## config.mk

```make
export PLATFORM = sky130hd
export DESIGN_NAME = aavr_cordic_cell
export DESIGN_NICKNAME = d
export VERILOG_FILES = /design/src/design/aavr_pkg.sv /design/src/design/aavr_cordic_cell.sv
export SDC_FILE = /design/constraint.sdc
export NUM_CORES = 1
export LEC_CHECK = 0
export BUFFER_PORTS_ARGS = -buffer_cell sky130_fd_sc_hd__buf_2
export CAP_MARGIN = 40
export CORE_AREA = 2 2 230 232
export CTS_CLUSTER_SIZE = 20
export DETAILED_ROUTE_END_ITERATION = 7
export DIE_AREA = 0 0 232 234
export PLACE_DENSITY = 0.48
export SLEW_MARGIN = 20
export SYNTH_ARGS = -nofsm -noshare
export SYNTH_HDL_FRONTEND = slang
export SYNTH_SLANG_ARGS = --single-unit
```

## constraint.sdc

```tcl
create_clock -name clock -period 6.6 [get_ports clock]
set_input_delay 1.32 -clock clock [delete_from_list [all_inputs] [get_ports clock]]
set_output_delay 1.32 -clock clock [all_outputs]
set_load 0.02 [all_outputs]
```

## src/design/aavr_pkg.sv

```systemverilog
package aavr_pkg;

   localparam int CORDIC_STAGES_DEFAULT = 24;

   // Fixed widths of the datapath
   localparam int WORD_W  = 32;
   localparam int ROT_W   = 34;   // CORDIC x, y, z
   localparam int ANG_W   = 24;   // folded angle, Q8.16 degrees

   localparam logic signed [ROT_W-1:0] CORDIC_X0 = 34'sd652032874;   // gain-compensated 1.0
   localparam logic signed [31:0]      ONE_Q30   = 32'sd1073741824;
   localparam logic signed [31:0]      WORD_MAX  = 32'sh7FFF_FFFF;
   localparam logic signed [31:0]      WORD_MIN  = 32'sh8000_0000;

   // Angle reduction: 360 deg in Q16.16 is 45 * 2^19
   localparam logic [13:0] TURN_BIAS   = 14'd4140;   // 92 * 45, lifts the turn index above zero
   localparam logic [10:0] RECIP_45    = 11'd1457;   // ceil(2^16 / 45)
   localparam logic signed [25:0] DEG360 = 26'sd23592960;
   localparam logic signed [25:0] DEG180 = 26'sd11796480;
   localparam logic signed [25:0] DEG90  = 26'sd5898240;
   localparam logic signed [51:0] DEG_TO_RAD = 52'sd74961321;   // pi/180 in Q0.32

   typedef logic signed [WORD_W-1:0] word_type;

   typedef struct packed {
      word_type vec_x;
      word_type vec_y;
      word_type vec_z;
      word_type axis_x;
      word_type axis_y;
      word_type axis_z;
      word_type angle_deg;
   } req_type;

   typedef struct packed {
      word_type rot_x;
      word_type rot_y;
      word_type rot_z;
      logic     saturated;
   } rsp_type;

   // Operands that ride along the CORDIC chain
   typedef struct packed {
      word_type vec_x;
      word_type vec_y;
      word_type vec_z;
      word_type axis_x;
      word_type axis_y;
      word_type axis_z;
      logic     neg;
   } side_type;

   typedef struct packed {
      logic signed [ROT_W-1:0] x;
      logic signed [ROT_W-1:0] y;
      logic signed [ROT_W-1:0] z;
   } cordic_type;

   // atan(2^-i) in Q2.30
   function automatic logic signed [ROT_W-1:0] atan_q30(input logic [4:0] i);
      logic signed [ROT_W-1:0] v;
      case (i)
         5'd0:  v = 34'sd843314856;
         5'd1:  v = 34'sd497837829;
         5'd2:  v = 34'sd263043836;
         5'd3:  v = 34'sd133525158;
         5'd4:  v = 34'sd67021686;
         5'd5:  v = 34'sd33543515;
         5'd6:  v = 34'sd16775850;
         5'd7:  v = 34'sd8388437;
         5'd8:  v = 34'sd4194282;
         5'd9:  v = 34'sd2097149;
         5'd10: v = 34'sd1048575;
         5'd11: v = 34'sd524287;
         5'd12: v = 34'sd262143;
         5'd13: v = 34'sd131071;
         5'd14: v = 34'sd65535;
         5'd15: v = 34'sd32767;
         5'd16: v = 34'sd16383;
         5'd17: v = 34'sd8191;
         5'd18: v = 34'sd4095;
         5'd19: v = 34'sd2047;
         5'd20: v = 34'sd1023;
         5'd21: v = 34'sd511;
         5'd22: v = 34'sd255;
         5'd23: v = 34'sd127;
         5'd24: v = 34'sd63;
         5'd25: v = 34'sd31;
         5'd26: v = 34'sd15;
         5'd27: v = 34'sd8;
         5'd28: v = 34'sd4;
         5'd29: v = 34'sd2;
         5'd30: v = 34'sd1;
         default: v = 34'sd0;
      endcase
      return v;
   endfunction

endpackage

```

## src/design/aavr_cordic_cell.sv

```systemverilog
module aavr_cordic_cell import aavr_pkg::*; #(
   parameter int STAGE = 0
) (
   input  logic       clock,
   input  logic       reset,
   input  logic       in_valid,
   input  cordic_type in_rot,
   input  side_type   in_side,
   output logic       out_valid,
   output cordic_type out_rot,
   output side_type   out_side
);

   localparam logic signed [ROT_W-1:0] ANGLE = atan_q30(5'(STAGE));

   logic       valid_ff;
   cordic_type rot_ff, rot_in;
   side_type   side_ff;

   always_comb begin
      // rotate toward z = 0, one micro-rotation per cell
      if (!in_rot.z[ROT_W-1]) begin
         rot_in.x = in_rot.x - (in_rot.y >>> STAGE);
         rot_in.y = in_rot.y + (in_rot.x >>> STAGE);
         rot_in.z = in_rot.z - ANGLE;
      end else begin
         rot_in.x = in_rot.x + (in_rot.y >>> STAGE);
         rot_in.y = in_rot.y - (in_rot.x >>> STAGE);
         rot_in.z = in_rot.z + ANGLE;
      end
   end

   always_ff @(posedge clock) begin
      if (reset) begin
         valid_ff <= 1'b0;
      end else begin
         valid_ff <= in_valid;
      end
   end

   always_ff @(posedge clock) begin
      rot_ff  <= rot_in;
      side_ff <= in_side;
   end

   assign out_valid = valid_ff;
   assign out_rot   = rot_ff;
   assign out_side  = side_ff;

endmodule

```

# Yosys cells after proc, flatten, opt, wreduce, memory -nomap -nowiden
# Cells that the tools add are included.
# Widths: inputs -> output; s select.
[op_classes]
n_mux = 1
addsub = 5
[op_table]
columns = ["op", "n"]
rows = [
  ["$mux 102", 1],
  ["$sub 34x34->34", 2],
  ["$add 34x31->34 const B", 1],
  ["$add 34x34->34", 1],
  ["$sub 34x31->34 const B", 1],
]
[totals]
in_bits = 298
wordCells = 17
register_bits = 296

# Logic depth before layout (Yosys ltp)
# Gate-level depths: netlist (run 1).
[logic_depth]
ltp_word = 2
ltp_mapped = 14

# Worst setup path before layout (run 1)
# Ideal clock, no wire load.
[synth_timing]
kind = "in2reg"
startpoint = "input in_rot[33] (netlist name)"
endpoint = "register rot_ff (netlist bit out_rot[33])"
t_arrival_ps = 4587
required_ps = 6526
stages = 14
setup_slack_ps = 1939
cell_sequence = "inv_1 > clkbuf_1 > clkbuf_1 > ha_1 > a21o_1 > a21o_1 > o21ai_0 > a31oi_1 > o41ai_1 > o31ai_1 > a21o_1 > a21o_1 > a2111o_1 > o21ai_0"
[synth_rtl]
columns = ["item", "line_no", "text"]
rows = [
  ["from (decl)", "aavr_cordic_cell.sv:7", "input cordic_type in_rot,"],
  ["to (signal assigned)", "aavr_cordic_cell.sv:42", "rot_ff <= rot_in;"],
  ["to (decl)", "aavr_cordic_cell.sv:17", "cordic_type rot_ff, rot_in;"],
]

==> flow_summary.json, run 1 <==
{
  "drtIter0Drc": 884,
  "yosysTopAreaCellShare_pct": 45.8,
  "synth-main-ff-cell": "dfxtp_1",
  "cts_buffer_depth": 3,
  "intPower_w": 0.00365,
  "arrival_ps": 5160,
  "combPwrFrac_pct": 25.4,
  "ys_seq_area_share_pct": 45.8,
  "slew_headroom_pct": 46.3,
  "synth.area.top_cells": "dfxtp_1 46%, ha_1 12%, a21oi_1 5.0%, xnor2_1 4.8%, inv_1 3.1%",
  "grt_use_total_pct": 23.6,
  "async_reset_ff_share_pct": 0,
  "grt_start_max_net_pins": 80,
  "status": "complete, no violations",
  "wire_per_inst_um": 25.4,
  "drive_gt1_share_pct": 34.5,
  "final_util_pct": 34.2,
  "cts_buffers": 37,
  "final_antenna_net_count": 0,
  "cp-start-kind": "input pin",
  "pwr-share-seq_pct": 37.6,
  "hold_violations": 0,
  "fill_cells": 5514,
  "ir_worst_vdd_mv": 0.160,
  "dieArea_mm2": 0.0543,
  "synth-edff-count": 0,
  "clkPwrFrac_pct": 37.0,
  "core-area_mm2": 0.0520,
  "layoutNonFillerInstCount": 2661,
  "io_pins": 594,
  "grt_pass1_vias": 12337,
  "start_util_pct": 24.8,
  "dr.pass1.iters": 5,
  "cp_max_fo": 38,
  "fp.dieH_um": 234,
  "endpoint": "out_rot[33]$_DFF_P_",
  "synth.avg_cell_area_um2": 9.54,
  "ctsHoldBuffers": 0,
  "switchingPower_w": 0.00183,
  "cts_tree": "done",
  "dpl.hpwl_mm": 56.1,
  "ys_ff_latch": 295,
  "hold_class": "input pin to register",
  "hold_depth": 1,
  "cts_resized": 0,
  "power_w": 0.00548,
  "period_share_pct": 71.2,
  "drc": 0,
  "crit_type": "input pin to register",
  "maxCapViolCount": 0,
  "synth.distinct_cells": 70,
  "regArea_mm2": 0.00591,
  "fmax_mhz": 213,
  "maxSlewViolCount": 0,
  "synth_top_cell_by_area": "dfxtp_1",
  "grt_overflow": 0,
  "place_congestion": 0.953,
  "worst_pin_slew_ps": 796,
  "totalWireLength_mm": 67.5,
  "ctsRootBufferMaster": "clkbuf_16",
  "grt_first_pass_wirelength_mm": 91.6,
  "die_w_um": 232,
  "p_sw_share_pct": 33.4,
  "nets": 2372,
  "fin_ws_ps": 1900,
  "finalSetupTns_ps": 0,
  "synthTopCellsByCount": "295 x dfxtp_1, 128 x a21oi_1, 128 x ha_1",
  "cp-end-kind": "register",
  "synth_area_mm2": 0.0129,
  "num_rows": 84,
  "multi_input_area_mm2": 0.00634,
  "power_density_mw_per_mm2": 308,
  "netlist_instances": 1350,
  "htree_levels": 2,
  "setup_viol": 0,
  "post-cts-setup-buffer-count": 0,
  "p_leak_nw": 8.69,
  "area_delta_synth_final_pct": 38.1,
  "antenna_found_initial": 31,
  "io_buffers": 593,
  "critPathLaunch": "in_rot[33]",
  "syn_nets": 1780,
  "yosysWarnings": 0,
  "place_inst": 2590,
  "post-synth-top-count-cell": "dfxtp_1",
  "period_minus_slack_ps": 4700,
  "crit_required_ps": 7060,
  "dp_slack_ps": 1400,
  "vias": 12649,
  "clk_pin_slew_ps": 60,
  "cts.sink_count": 295,
  "grt_setup_unrepaired": "false",
  "drt-vias-per-instance": 4.75
}
## worst max-delay path, cell delays in order
cell and delay [ps]:
buf_4 240, inv_2 360, buf_4 490, ha_1 400, nand3_1 170, nor3_1 80
o211ai_1 160, a31oi_1 170, o41ai_1 670, o31ai_1 150, a21o_1 230, a21o_1 190
a2111o_1 400, o21ai_0 80
## worst min-delay path by stage
| stage | start | end | slack (ps) |
|---|---|---|---|
| 3_3_place_gp | in_side[188] | out_side[188]$_DFF_P_ | 1420 |
| 5_1_grt | in_side[42] | out_side[42]$_DFF_P_ | 840 |
| 3_5_place_dp | in_side[1] | out_side[1]$_DFF_P_ | 1420 |
| 6_report | in_side[43] | out_side[43]$_DFF_P_ | 860 |
| 4_1_cts | in_side[188] | out_side[188]$_DFF_P_ | 830 |
| 2_1_floorplan | in_rot[0] | out_rot[0]$_DFF_P_ | 1350 |
## metal layers
| layer | share of wire (%) | track usage [%] | vias to the layer above |
|---|---|---|---|
| met3 | 7.8 | 6.25 | 117 |
| met1 | 42 | 29.5 | 6070 |
| met5 | 0.24 | 0 | - |
| met4 | 2.6 | 5.67 | 26 |
| li1 | - | - | 5880 |
| met2 | 48 | 40.3 | 556 |
## registers in the layout (all words and copies together), names as in the netlist
register,flops
out_valid,1
out_rot,101
out_side,193
## cells in the final DEF, fill, tap and decap left out, drive strengths merged, types with 34 or more instances in the layout
| cell type | instances |
|---|---|
| buf | 602 |
| dfxtp | 295 |
| a21oi | 131 |
| ha | 128 |
| inv | 112 |
| nor2 | 100 |
| o21ai | 85 |
| xnor2 | 70 |
| nand2 | 59 |
| clkbuf | 48 |
| a21o | 34 |
## stage by stage
stage	area [um2]	hold WS, ps
final	17800	861
after CTS	17700	827
after global routing	17800	841
after detailed placement	16500	1420
after global placement	16500	1420
after floorplan	12900	1350
## power groups by stage
| stage | sequential, W | combinational, W | clock [W] |
|---|---|---|---|
| finish | 0.00206 | 0.00139 | 0.00203 |
| detailed placement | 0.00210 | 0.00139 | 0 |
| global route | 0.00208 | 0.00149 | 0.00216 |
| floorplan | 0.00234 | 0.000536 | 0 |
| CTS | 0.00206 | 0.00140 | 0.00209 |
| global placement | 0.00210 | 0.00140 | 0 |
## logic make-up (layout without fill, tap and decap cells)
| group | after synthesis | in the layout | share of synthesized area, % |
|---|---|---|---|
| muxes | 12 | 12 | 0.952 |
| buffers and inverters | 159 | 774 | 4.92 |
| other | 0 | 8 | 0 |
| adders and majority gates | 132 | 132 | 13.1 |
| DFF | 295 | 295 | 45.8 |
| AOI/OAI and AO/OA | 385 | 385 | 18.9 |
| xor gates and xnor gates | 92 | 92 | 6.25 |
| and+or+nand+nor | 275 | 275 | 10.1 |
## cell type report
| type | instances | share of cell area, % |
|---|---|---|
| repair buffers | 602 | 17.2 |
| diodes | 8 | 0.113 |
| multi-input cells | 896 | 35.6 |
| clock buffers | 48 | 5.84 |
| clock inverters | 14 | 0.900 |
| flip-flops and latches | 295 | 33.2 |
| inverters | 110 | 2.32 |
| well taps | 688 | 4.84 |
(Power assumes the default switching activity.)
==> run 2, diff against run 1 <==
--- a/config.mk
+++ b/config.mk
@@ -7,11 +7,11 @@
 export LEC_CHECK = 0
 export BUFFER_PORTS_ARGS = -buffer_cell sky130_fd_sc_hd__buf_2
 export CAP_MARGIN = 40
-export CORE_AREA = 2 2 230 232
+export CORE_AREA = 2 2 229 231
 export CTS_CLUSTER_SIZE = 20
 export DETAILED_ROUTE_END_ITERATION = 7
-export DIE_AREA = 0 0 232 234
-export PLACE_DENSITY = 0.48
+export DIE_AREA = 0 0 231 233
+export PLACE_DENSITY = 0.5
 export SLEW_MARGIN = 20
 export SYNTH_ARGS = -nofsm -noshare
 export SYNTH_HDL_FRONTEND = slang
==> constraint.sdc (replaced) <==
create_clock -name clock -period 4 [get_ports clock]
set_input_delay 0.8 -clock clock [delete_from_list [all_inputs] [get_ports clock]]
set_output_delay 0.8 -clock clock [all_outputs]
set_load 0.02 [all_outputs]
==> run 2 against run 1 <==
Net effect: design area rose by 4.6%; worst setup slack got worse by 1400 ps; sequential share of layout area fell by 1.5 points; worst hold slack got worse by 520 ps; combinational power rose by 76%; clock power rose by 80%; non-clock buffer count rose by 97; via count rose by 2.1%; critical path depth fell by 1; core utilization rose by 2.2 points; critical path type unchanged.
==> flow_summary.json, run 2 (synthesis gave the netlist of run 1 again) <==
{
  "status": "complete, no violations",
  "antenna_found_initial": 35,
  "drc": 0,
  "arrival_ps": 3910,
  "dr_wl_met3_mm": 5.02,
  "worst_pin_slew_ps": 698,
  "drt-vias-per-instance": 4.69,
  "hold_violations": 0,
  "slowest_delay_ps": 500,
  "vias": 12912,
  "wl_met1_mm": 29.8,
  "dpl.hpwl_mm": 59.1,
  "fmax_mhz": 286,
  "period_minus_slack_ps": 3500,
  "totalWireLength_mm": 70.0,
  "mostFrequentLayoutCells": "592 x buf_2, 295 x dfxtp_1, 128 x a21oi_1, 128 x ha_1",
  "ctsRootBufferMaster": "clkbuf_16",
  "ir_worst_vdd_mv": 0.336,
  "grt_pass1_vias": 12941,
  "area_delta_synth_final_pct": 44.5,
  "io_pins": 594,
  "final_common_cell": "buf_2",
  "grt_overflow": 0,
  "setup_viol": 0,
  "maxCapViolCount": 0,
  "maxSlewViolCount": 0,
  "cts_resized": 0,
  "period_share_pct": 87.5,
  "cts_tree": "done",
  "num_rows": 83,
  "place_congestion": 0.945,
  "cp-start-kind": "input pin",
  "dr.pass1.iters": 6,
  "grt_use_total_pct": 24.9,
  "die_w_um": 231,
  "cp_slowest_cell": "or4_1",
  "cp_cell_sequence": "buf_2, ha_1, fa_1, nor2b_1, nor2_1, o221ai_1, a21oi_2, o221ai_1, a21o_1, a211oi_2, o21ai_1, a221o_1, or4_1",
  "cts.sink_count": 295,
  "clk_pin_slew_ps": 60,
  "top_layer_used": "met5",
  "p_leak_nw": 9.20,
  "largest_reg_flops": 193,
  "dp_slack_ps": -75.8,
  "fin_hold_ws_ps": 342,
  "grt_setup_unrepaired": "false",
  "hold_class": "input pin to register",
  "grt_start_max_net_pins": 59,
  "fin_ws_ps": 501,
  "fp.dieH_um": 233,
  "grt_first_pass_wirelength_mm": 95.4,
  "fill_cells": 5295,
  "met2WireLength_mm": 33.3,
  "drtIter0Drc": 950,
  "slew_headroom_pct": 53.5,
  "io_buffers": 593,
  "critPathLaunch": "in_rot[34]",
  "ctsHoldBuffers": 0,
  "cts_buffer_depth": 3,
  "start_util_pct": 25.2,
  "cp_max_fo": 3,
  "drive_gt1_share_pct": 37.7,
  "min_from": "in_side[99]",
  "cts_buffers": 37,
  "power_density_mw_per_mm2": 510,
  "wire_per_inst_um": 25.4,
  "core-area_mm2": 0.0511,
  "post-cts-setup-buffer-count": 0,
  "nets": 2469,
  "htree_levels": 2,
  "crit_type": "input pin to register",
  "final_antenna_net_count": 0,
  "crit_required_ps": 4410,
  "cp_common_cell": "o221ai_1",
  "cp-end-kind": "register",
  "dieArea_mm2": 0.0538
}
==> run 2: per-stage QoR <==
stage          TNS, ps  utilization [%]  instance area [um2]  cells  total power (W)
3_5_place_dp     -75.8             33.8                17300   2680          0.00590
5_1_grt              0             36.4                18600   2747          0.00990
4_1_cts              0             36.4                18600   2746          0.00960
6_report             0             36.4                18600   2753          0.00950
3_3_place_gp     -19.6             33.8                17300   2680          0.00592
2_1_floorplan        0                -                12900   1350          0.00475
==> run 2: worst max-delay path: cells and delay by family <==
family	cells	cell delay (ps)
adder cells (fa/ha/maj)	2	650
AND/OR/NAND/NOR	3	820
buffers and inverters	1	110
AO/OA/AOI/OAI	7	1520
==> run 2: per-layer routing <==
metal | global-route usage, % | up-vias
met5 | 0 | -
met4 | 5.63 | 32
met3 | 6.96 | 107
met2 | 42.2 | 495
met1 | 31.2 | 6205
li1 | - | 6073
==> run 2: path summary, 6_finish.rpt <==
check                                   to  slack [ps]  cells after the start
worst min-delay path  out_side[99]$_DFF_P_         340                      1
worst max-delay path   out_rot[66]$_DFF_P_         500                     13
==> run 2: power breakdown <==
group | internal, W | switching [W]
registers | 0.00328 | 0.000125
logic | 0.000884 | 0.00156
clock network | 0.00225 | 0.00140
total | 0.00641 | 0.00309
==> run 2: cell type report <==
cell class | count | area, um2 | area share (%)
Clock buffer | 47 | 1050 | 5.62
Antenna cell | 7 | 17.5 | 0.0941
Multi-Input combinational cell | 896 | 6340 | 34.1
Tap cell | 680 | 851 | 4.57
Inverter | 110 | 413 | 2.22
Timing Repair Buffer | 699 | 3770 | 20.2
Sequential cell | 295 | 5910 | 31.7
Clock inverter | 19 | 272 | 1.46
==> run 3, diff against run 2 <==
--- a/config.mk
+++ b/config.mk
@@ -7,11 +7,11 @@
 export LEC_CHECK = 0
 export BUFFER_PORTS_ARGS = -buffer_cell sky130_fd_sc_hd__buf_2
 export CAP_MARGIN = 40
-export CORE_AREA = 2 2 229 231
+export CORE_AREA = 2 2 233 235
 export CTS_CLUSTER_SIZE = 20
 export DETAILED_ROUTE_END_ITERATION = 7
-export DIE_AREA = 0 0 231 233
-export PLACE_DENSITY = 0.5
+export DIE_AREA = 0 0 235 237
+export PLACE_DENSITY = 0.47
 export SLEW_MARGIN = 20
 export SYNTH_ARGS = -nofsm -noshare
 export SYNTH_HDL_FRONTEND = slang
==> constraint.sdc (replaced) <==
create_clock -name clock -period 3.6 [get_ports clock]
set_input_delay 0.72 -clock clock [delete_from_list [all_inputs] [get_ports clock]]
set_output_delay 0.72 -clock clock [all_outputs]
set_load 0.02 [all_outputs]
==> run 3 against run 2 <==
Net effect: first-iteration DRC count fell by 9.3%; power rose by 11%; critical path type unchanged; die area rose by 3.5%; largest power group unchanged.
==> flow_summary.json, run 3 (synthesis gave the netlist of run 1 again) <==
{
  "clk_pin_slew_ps": 60,
  "mostFrequentLayoutCells": "592 x buf_2, 295 x dfxtp_1, 191 x buf_4",
  "arrival_ps": 3890,
  "drtIter0Drc": 862,
  "ctsRootBufferMaster": "clkbuf_16",
  "drc": 0,
  "period_share_pct": 95.9,
  "worst_pin_slew_ps": 714,
  "dp_slack_ps": -464,
  "p_leak_nw": 9.60,
  "grt_use_total_pct": 23.4,
  "final_antenna_net_count": 0,
  "crit_required_ps": 4040,
  "cts_buffer_depth": 3,
  "power_w": 0.0105,
  "drt-vias-per-instance": 4.62,
  "status": "complete, no violations",
  "setup_viol": 0,
  "fill_cells": 5573,
  "grt_pass1_vias": 13368,
  "dpl.hpwl_mm": 57.3,
  "cts_buffers": 37,
  "hold_violations": 0,
  "htree_levels": 2,
  "fmax_mhz": 290,
  "num_rows": 85,
  "power_density_mw_per_mm2": 546,
  "maxCapViolCount": 0,
  "grt_start_max_net_pins": 65,
  "grt_setup_unrepaired": "false",
  "core-area_mm2": 0.0533,
  "area_delta_synth_final_pct": 49.7,
  "endpoint": "out_rot[98]$_DFF_P_",
  "totalWireLength_mm": 67.5,
  "grt_first_pass_wirelength_mm": 94.8,
  "cts.sink_count": 295,
  "cts_tree": "done",
  "cp-start-kind": "input pin",
  "slew_headroom_pct": 52.0,
  "ctsHoldBuffers": 0,
  "fin_hold_ws_ps": 258,
  "hold_class": "input pin to register",
  "fp.dieH_um": 237,
  "crit_type": "input pin to register",
  "ir_worst_vdd_mv": 0.351,
  "cp-end-kind": "register",
  "min_from": "in_side[5]",
  "nets": 2554,
  "critPathLaunch": "in_rot[34]",
  "cts_resized": 0,
  "place_congestion": 0.936,
  "io_buffers": 593,
  "antenna_found_initial": 47,
  "post-cts-setup-buffer-count": 0,
  "start_util_pct": 24.2,
  "wire_per_inst_um": 23.6,
  "drive_gt1_share_pct": 40.2,
  "largest_reg_flops": 193,
  "vias": 13232,
  "maxSlewViolCount": 0,
  "die_w_um": 235,
  "final_common_cell": "buf_2",
  "grt_overflow": 0,
  "dr.pass1.iters": 6,
  "io_pins": 594,
  "cp_max_fo": 6,
  "fin_ws_ps": 146,
  "period_minus_slack_ps": 3450,
  "dieArea_mm2": 0.0557
}
## run 3: worst max-delay path, cell delays in order
cell	delay (ps)
buf_2	120
ha_1	220
fa_1	420
nor2b_1	170
nor2_1	160
o221ai_1	200
a21oi_2	230
o221ai_1	150
a21o_1	220
buf_4	140
a211o_1	330
a21boi_0	330
buf_4	220
o32ai_1	110
xnor2_1	150
## run 3: metrics by stage
step           cell area [um2]  utilization, %  TNS [ps]  std cells
4_1_cts                  19300            36.1         0       2849
5_1_grt                  19300            36.1         0       2850
3_3_place_gp             17900            33.7     -5780       2780
2_1_floorplan            12900               -         0       1350
6_report                 19300            36.2         0       2861
3_5_place_dp             18000            33.7     -5630       2781
## run 3: per-layer routing
| metal | track usage (%) | part of all wire (%) | up-vias |
|---|---|---|---|
| li1 | - | - | 6262 |
| met1 | 28.9 | 41 | 6333 |
| met2 | 40.8 | 49 | 518 |
| met3 | 6.19 | 7.5 | 95 |
| met4 | 4.53 | 1.7 | 24 |
| met5 | 0 | 0.19 | - |
## run 3: area by class of cell
| cell class | count | area, um2 | area share [%] |
|---|---|---|---|
| Antenna cell | 12 | 30.0 | 0.156 |
| Clock buffer | 48 | 1020 | 5.27 |
| Clock inverter | 20 | 273 | 1.41 |
| Inverter | 110 | 413 | 2.14 |
| Multi-Input combinational cell | 896 | 6350 | 32.9 |
| Sequential cell | 295 | 5910 | 30.6 |
| Tap cell | 696 | 871 | 4.52 |
| Timing Repair Buffer | 784 | 4420 | 22.9 |
## run 3: how the worst min path moves through the flow
stage	end	slack, ps	depth (start not counted)
floorplan	out_rot[0]$_DFF_P_	750	0
global placement	out_side[164]$_DFF_P_	820	1
detailed placement	out_side[157]$_DFF_P_	820	1
CTS	out_side[5]$_DFF_P_	230	1
global route	out_side[5]$_DFF_P_	230	1
finish	out_side[5]$_DFF_P_	260	1
## run 3: where the power goes
part           switching, W  internal (W)
Clock               0.00158       0.00239
Combinational       0.00170       0.00108
Sequential         0.000138       0.00364
